===== src/rtl/ise_pkg.sv =====
`default_nettype none

package ise_pkg;

  localparam int unsigned DataW = 32;

  typedef logic signed [DataW-1:0] data_t;

  // Control broadcast from the sequencer to every cell of the chain
  typedef struct packed {
    logic  ins;    // insert the broadcast value this cycle
    logic  shift;  // move every entry one place toward cell 0
    data_t value;  // value being inserted
  } cell_ctrl_t;

endpackage

`default_nettype wire


===== src/rtl/ise_cell.sv =====
`default_nettype none

// One entry of the sorted chain.
module ise_cell (
  input  wire logic                clk_i,
  input  wire ise_pkg::cell_ctrl_t ctrl_i,
  input  wire logic                occ_i,       // entry holds a value
  input  wire logic                left_gt_i,   // lower neighbor moves up
  input  wire ise_pkg::data_t      left_val_i,
  input  wire ise_pkg::data_t      right_val_i,
  output      logic                gt_o,
  output      ise_pkg::data_t      val_o
);

  ise_pkg::data_t val_q, val_d;

  // Empty entries count as greater than anything
  assign gt_o = !occ_i || (val_q > ctrl_i.value);

  always_comb begin
    val_d = val_q;
    if (ctrl_i.ins && gt_o) begin
      val_d = left_gt_i ? left_val_i : ctrl_i.value;
    end else if (ctrl_i.shift) begin
      val_d = right_val_i;
    end
  end

  always_ff @(posedge clk_i) begin
    val_q <= val_d;
  end

  assign val_o = val_q;

endmodule

`default_nettype wire


===== config.mk =====
export PLATFORM = sky130hd
export DESIGN_NAME = ise_cell
export DESIGN_NICKNAME = d
export VERILOG_FILES = /design/src/rtl/ise_pkg.sv /design/src/rtl/ise_cell.sv
export SDC_FILE = /design/constraint.sdc
export NUM_CORES = 1
export LEC_CHECK = 0
export BUFFER_PORTS_ARGS = -buffer_cell sky130_fd_sc_hd__buf_2
export CAP_MARGIN = 0
export CORE_ASPECT_RATIO = 0.6
export CORE_MARGIN = 3
export CORE_UTILIZATION = 38
export DETAILED_ROUTE_END_ITERATION = 10
export PLACE_DENSITY = 0.68
export SYNTH_ARGS = -nofsm -noshare
export SYNTH_HDL_FRONTEND = slang
export SYNTH_SLANG_ARGS = --single-unit

===== constraint.sdc =====
create_clock -name clk_i -period 4.75 [get_ports clk_i]
set_input_delay 1.425 -clock clk_i [delete_from_list [all_inputs] [get_ports clk_i]]
set_output_delay 1.425 -clock clk_i [all_outputs]
set_load 0.05 [all_outputs]

==> impl_summary.log, run 1 <==
INFO  metric unique_masters_post_synth = 29
INFO  metric tritoncts_num_sinks = 32
INFO  metric power_leakage = 0.00194 uW
INFO  metric synth.cell_area = 2680 um2
INFO  metric crit_fanout = 3
INFO  metric design.die.area = 8120 um2
INFO  metric grt_first_pass_wirelength = 10,800 um
INFO  metric worst-endpoint-arrival = 3.30 ns
INFO  metric cts_clk_pin_slew_worst_paths = 0.05 ns
INFO  metric wl_per_cell = 14.2 um
INFO  metric layout.cells.non_filler = 498
INFO  metric global_route.usage.total = 0.167
INFO  metric ctsHoldBuffers = 0
INFO  metric final_max_slew_viol_count = 0
INFO  metric via_per_inst = 4.78
INFO  metric worst-path-buf-inv = 3
INFO  metric clock_tree_from_tritoncts = built
INFO  metric worstMarginPinSlew = 0.916 ns
INFO  metric power-per-cell-area = 383 nW/um2
INFO  metric multi_input_logic_area = 1670 um2
INFO  metric critPathSlowestCell = sky130_fd_sc_hd__or4_4
INFO  metric ys_ff_latch = 32
INFO  metric port_buffers = 133
INFO  metric globalRouteOverflowTotal = 0
INFO  metric worst_path_dominant_cell_family = simple AND/OR/NAND/NOR gates
INFO  metric netlist_instances = 263
INFO  metric cts.root.buffer_cell = sky130_fd_sc_hd__clkbuf_16
INFO  metric clock_path_buffers = 2
INFO  metric post_synth.cell_area_avg = 10.2 um2
INFO  metric dp_hpwl = 5640 um
INFO  metric period_share = 0.995
INFO  metric critical_path_max_stage_delay = 0.60 ns
INFO  metric syn_to_final_growth = 43.1%
INFO  metric final_layout_size_suffix_gt1_frac = 0.523
INFO  metric timing.setup.tns = 0 ns
INFO  metric route.final.wire_length = 7060 um
INFO  metric routabilityCongestion = 0.792
INFO  metric fillers = 618
INFO  metric minimum_clock_period_after_layout = 4.73 ns
INFO  metric cts_buffers = 5
INFO  metric post-place-cells = 490
INFO  metric grt_setup_unrepaired = true
INFO  metric synth-async-reset-ratio = 0
INFO  metric synth_top_flop_cell = sky130_fd_sc_hd__edfxtp_1
INFO  metric router_iterations_before_antenna_repair = 4
INFO  metric report.final.hold_viol_count = 0
INFO  metric timing.critical_path.cells = buf_2 > inv_1 > ha_4 > nand4_1 > or4_4 > nor3_4 > nor3_2 > o21a_1 > a21bo_2 > buf_8
INFO  metric timing.reg2reg.worst_path_depth = 10
INFO  metric maxCapViolations = 0
INFO  metric detail_route_antenna_nets = 0
INFO  metric final_antenna_diode_count = 0
INFO  metric timing.hold.worst_path_depth = 5
INFO  metric h-tree-depth = 2
INFO  metric synth_enable_flop_cells = 32
INFO  metric worstSetupStartpointType = input port
INFO  metric setup_violations = 0
INFO  metric final_nets = 546
INFO  metric grt_start_max_net_pins = 64
INFO  metric mostFrequentLayoutCells = sky130_fd_sc_hd__buf_2 (132), sky130_fd_sc_hd__nand2_1 (40), sky130_fd_sc_hd__o21ai_0 (35), sky130_fd_sc_hd__inv_1 (32), sky130_fd_sc_hd__edfxtp_1 (32)
INFO  metric required = 3.32 ns
INFO  metric vias = 2,380
INFO  metric critical_path_depth = 10
INFO  metric ir_worst_vdd = 191 uV
INFO  metric fp.dieH = 71.0 um
INFO  metric drt_iter0_markers = 57
INFO  metric ios = 134
INFO  metric max-slew-margin-rel = 0.390
INFO  metric number_of_antenna_violations_at_the_first_check_in_global_routing = 0
INFO  metric detail_route.drc_violations = 0
INFO  metric vias_in_the_first_global_route = 2,360
INFO  metric synth.net_count = 396
INFO  metric max_clock_freq = 212 MHz
INFO  metric yosysSeqAreaShare = 0.359
INFO  metric finClkSkew = 0.00208 ns
INFO  metric seqCellArea = 961 um2
INFO  metric placeableCoreArea = 6760 um2
INFO  metric die_x = 114 um
INFO  metric insertion_delay = 0.27 ns
INFO  metric critPathKind = input port to output port
INFO  metric timing.hold.worst.class = flip-flop to flip-flop
INFO  metric critical_path.endpoint_type = output port
INFO  metric status = complete, no violations
INFO  metric layout.cells.most_common = sky130_fd_sc_hd__buf_2
INFO  metric start_util = 0.396
INFO  metric std_cell_rows = 23
INFO  metric largest_register_ff_count = 32
INFO  metric yosysWarningCount = 0
## cell usage after synthesis, types with 2 or more instances
cell type / number / share of area
sky130_fd_sc_hd__a21oi_1: 16 / 0.030
sky130_fd_sc_hd__buf_6: 3 / 0.013
sky130_fd_sc_hd__clkbuf_1: 6 / 0.0084
sky130_fd_sc_hd__edfxtp_1: 32 / 0.36
sky130_fd_sc_hd__ha_1: 32 / 0.15
sky130_fd_sc_hd__inv_1: 35 / 0.049
sky130_fd_sc_hd__mux2_2: 4 / 0.017
sky130_fd_sc_hd__mux2_4: 29 / 0.16
sky130_fd_sc_hd__nand2_1: 40 / 0.056
sky130_fd_sc_hd__nand3_1: 3 / 0.0056
sky130_fd_sc_hd__nand4_1: 8 / 0.019
sky130_fd_sc_hd__nor3_1: 3 / 0.0056
sky130_fd_sc_hd__o211ai_1: 2 / 0.0056
sky130_fd_sc_hd__o21ai_0: 35 / 0.065
## timing repair
item	4_1_cts	5_1_grt
gates resized for setup	11	11
endpoints found under the setup margin	1	1
buffers inserted	1	2
pin swaps	7	6
## worst paths after layout
kind | from | endpoint | slack [ns]
max | ctrl_i[19] | gt_o | 0.02
min | val_o[31]$_DFFE_PP_ | val_o[29]$_DFFE_PP_ | 1.27
max reg2reg | val_o[17]$_DFFE_PP_ | val_o[31]$_DFFE_PP_ | 1.64
min reg2reg | val_o[31]$_DFFE_PP_ | val_o[29]$_DFFE_PP_ | 1.27
## report_power, final
group,internal [uW],switching [uW],leakage (uW)
sequential,396,40.5,0.000327
clock,185,99.9,0.0000616
combinational,296,452,0.00155
total,876,593,0.00194
## per-stage QoR
| stage | power, uW | area [um2] | hold WS [ns] | utilization | worst slack, ns |
|---|---|---|---|---|---|
| detailed placement | 1140 | 3530 | 1.25 | 0.522 | -0.113 |
| floorplan | 943 | 2680 | 1.44 | - | 0.0464 |
| global route | 1560 | 3830 | 1.33 | 0.566 | -0.0716 |
| finish | 1470 | 3830 | 1.27 | 0.566 | 0.0233 |
| global placement | 1130 | 3530 | 1.23 | 0.522 | -0.0739 |
| CTS | 1460 | 3730 | 1.27 | 0.552 | 0.00323 |
## worst reg2reg max path: stages, from the launching register on
cell and delay (ns):
sky130_fd_sc_hd__edfxtp_1 0.43, sky130_fd_sc_hd__ha_4 0.29, sky130_fd_sc_hd__nand4_1 0.13, sky130_fd_sc_hd__or4_4 0.60
sky130_fd_sc_hd__nand2b_4 0.17, sky130_fd_sc_hd__and3_4 0.18, sky130_fd_sc_hd__a2bb2oi_2 0.16, sky130_fd_sc_hd__o311ai_4 0.12
sky130_fd_sc_hd__buf_4 0.24, sky130_fd_sc_hd__or2_2 0.33, sky130_fd_sc_hd__buf_12 0.19
## area by class of cell
class                           instances  share of cell area
Multi-Input combinational cell        186               0.435
Sequential cell                        32               0.251
Timing Repair Buffer                  153               0.219
Inverter                               35              0.0343
Clock buffer                            5              0.0327
Tap cell                               87              0.0284
## logic make-up after synthesis
group / count (synthesis) / share of synthesized area
AOI/OAI and AO/OA: 60 / 0.131
muxes: 33 / 0.180
DFF: 32 / 0.359
and+or+nand+nor: 61 / 0.109
buffers and inverters: 45 / 0.0720
adders and majority gates: 32 / 0.150
## per-layer routing
| layer | wire [um] | track usage | up-vias |
|---|---|---|---|
| met5 | 0 | 0 | - |
| met1 | 3460 | 0.233 | 1059 |
| li1 | - | - | 1237 |
| met3 | 616 | 0.0615 | 2 |
| met2 | 2960 | 0.255 | 82 |
| met4 | 20 | 0.0277 | 0 |
Note: power is estimated with default switching activity, not from simulation.
==> inputs of run 2 (changes only) <==
Clock period 4.75 ns to 5.95 ns, I/O delays scaled along.
==> impl_summary.log, run 2 (same netlist as run 1, synthesis figures left out) <==
INFO  metric critPathKind = input port to output port
INFO  metric final_antenna_diode_count = 0 (unchanged)
INFO  metric ir_worst_vdd = 122 uV (-36%)
INFO  metric globalRouteOverflowTotal = 0 (unchanged)
INFO  metric placeableCoreArea = 6760 um2 (unchanged)
INFO  metric worst-endpoint-arrival = 3.87 ns (+0.57 ns)
INFO  metric clock_tree_from_tritoncts = built
INFO  metric vias_in_the_first_global_route = 2,362 (+0.085%)
INFO  metric power-per-cell-area = 316 nW/um2 (-18%)
INFO  metric cts_setup_buffers = 0 (-1)
INFO  metric maxCapViolations = 0 (unchanged)
INFO  metric wl_per_cell = 14.3 um (+0.65%)
INFO  metric required = 4.16 ns (+0.84 ns)
INFO  metric fp.dieH = 71.0 um (unchanged)
INFO  metric layout.cells.most_common = sky130_fd_sc_hd__buf_2
INFO  metric syn_to_final_growth = 32.3%
INFO  metric ctsHoldBuffers = 0 (unchanged)
INFO  metric critPathSlowestCell = sky130_fd_sc_hd__or4_4
INFO  metric router_iterations_before_antenna_repair = 4 (unchanged)
INFO  metric cts.root.buffer_cell = sky130_fd_sc_hd__clkbuf_16
INFO  metric worstHoldStart = val_o[31]$_DFFE_PP_
INFO  metric worst_r2r_startpoint = val_o[30]$_DFFE_PP_
INFO  metric cts_buffers = 5 (unchanged)
INFO  metric detail_route.drc_violations = 0 (unchanged)
INFO  metric cts_clk_pin_slew_worst_paths = 0.05 ns (about the same)
INFO  metric post_cts_resize_count = 0 (-11)
INFO  metric placement.setup.worst_slack = 0.307 ns (+0.420 ns)
INFO  metric minimum_clock_period_after_layout = 5.65 ns
INFO  metric die_x = 114 um (unchanged)
INFO  metric final_max_slew_viol_count = 0 (unchanged)
INFO  metric finClkSkew = 0.00355 ns (+0.00148 ns)
INFO  metric report.final.hold_viol_count = 0 (unchanged)
INFO  metric source_of_the_critical_timing_path = ctrl_i[30]
INFO  metric vias = 2,329 (-2.1%)
INFO  metric layout.cells.non_filler = 483 (-3.0%)
INFO  metric final_layout_size_suffix_gt1_frac = 0.455 (-0.0686)
INFO  metric grt_start_max_net_pins = 64 (unchanged)
INFO  metric grt_setup_unrepaired = false
INFO  metric ios = 134 (unchanged)
INFO  metric number_of_antenna_violations_at_the_first_check_in_global_routing = 0 (unchanged)
INFO  metric final_nets = 528 (-3.3%)
INFO  metric worstSetupStartpointType = input port
INFO  metric via_per_inst = 4.82 (+0.90%)
INFO  metric max-slew-margin-rel = 0.359 (-0.0306)
INFO  metric routabilityCongestion = 0.767 (-3.2%)
INFO  metric detail_route_antenna_nets = 0 (unchanged)
INFO  metric clock_path_buffers = 2 (unchanged)
INFO  metric insertion_delay = 0.27 ns (about the same)
INFO  metric timing.hold.worst.class = flip-flop to flip-flop
INFO  metric crit_fanout = 3 (unchanged)
INFO  metric mostFrequentLayoutCells = sky130_fd_sc_hd__buf_2 (133), sky130_fd_sc_hd__nand2_1 (40), sky130_fd_sc_hd__inv_1 (35), sky130_fd_sc_hd__o21ai_0 (35)
INFO  metric port_buffers = 133 (unchanged)
INFO  metric timing.critical_path.cells = buf_2 > inv_1 > ha_1 > nand4_1 > or4_4 > nor3_1 > nor3_1 > o21a_1 > a21bo_2 > buf_2
INFO  metric post-place-cells = 475 (-3.1%)
INFO  metric grt_first_pass_wirelength = 10,900 um (+0.83%)
INFO  metric setup_violations = 0 (unchanged)
INFO  metric power_leakage = 0.00184 uW (-5.3%)
INFO  metric status = complete, no violations
INFO  metric period_share = 0.950
INFO  metric largest_register_ff_count = 32 (unchanged)
INFO  metric max_clock_freq = 177 MHz
INFO  metric std_cell_rows = 23 (unchanged)
INFO  metric timing.setup.tns = 0 ns (unchanged)
INFO  metric setup_slack = 0.295 ns (+0.272 ns)
INFO  metric worst-path-buf-inv = 3 (unchanged)
INFO  metric worstMarginPinSlew = 0.962 ns (+0.0460 ns)
INFO  metric route.final.wire_length = 6890 um (-2.4%)
INFO  metric drt_iter0_markers = 76 (+33%)
INFO  metric worst_path_dominant_cell_family = simple AND/OR/NAND/NOR gates
INFO  metric start_util = 0.396 (unchanged)
INFO  metric critical_path_max_stage_delay = 0.59 ns (about the same)
INFO  metric global_route.usage.total = 0.170 (+0.00269)
INFO  metric dp_hpwl = 5600 um (-0.73%)
INFO  metric critical_path.endpoint_type = output port
INFO  metric tritoncts_num_sinks = 32 (unchanged)
INFO  metric design.die.area = 8120 um2 (unchanged)
INFO  metric h-tree-depth = 2 (unchanged)
## run 2: changes by cell type in the layout (fill, tap and decap cells not counted), sizes merged
cell,delta
clkinv,+1
buf,-18
clkbuf,+2
## run 2: area by class of cell
| cell class | instances | area [um2] |
|---|---|---|
| sequential | 32 | 961 |
| fill | 651 | 3220 |
| multi-input combinational | 186 | 1520 |
| clock inverter | 1 | 3.75 |
| timing repair buffer | 135 | 681 |
| clock buffer | 7 | 133 |
| tap | 87 | 109 |
| inverter | 35 | 131 |
## run 2: power by group
group          total [uW]  internal [uW]  switching, uW
sequential            344            316           27.5
combinational         537            193            344
clock                 238            154           84.6
total                1120            663            456
## run 2: path summary, 6_finish.rpt
check             depth (start not counted)             endpoint  slack (ns)
setup / recovery                         10                 gt_o        0.30
hold / removal                            5  val_o[25]$_DFFE_PP_        1.43
setup reg to reg                          8   val_o[0]$_DFFE_PP_        2.78
hold reg to reg                           5  val_o[25]$_DFFE_PP_        1.43
## run 2: metrics by stage
step / util / power [uW] / area, um2 / hold WS, ns
after floorplan: - / 753 / 2680 / 1.44
after global placement: 0.503 / 876 / 3400 / 1.40
after detailed placement: 0.503 / 888 / 3400 / 1.44
after CTS: 0.524 / 1130 / 3540 / 1.46
after global routing: 0.524 / 1190 / 3540 / 1.53
final: 0.524 / 1120 / 3540 / 1.43
## run 2: per-layer routing
layer	part of all wire	track usage	up-vias
li1	-	-	1208
met1	0.49	0.237	1041
met2	0.42	0.263	78
met3	0.079	0.0521	2
met4	0.0035	0.0356	0
met5	0	0	-
## run 2: tightest hold or removal path, delay by kind of cell, from the launching register on
kind	cells	cell delay, ns
adder cells (fa/ha/maj)	1	0.15
multiplexers	1	0.26
AO/OA/AOI/OAI	1	0.10
flip-flops	1	0.35
buffers and inverters	2	0.46
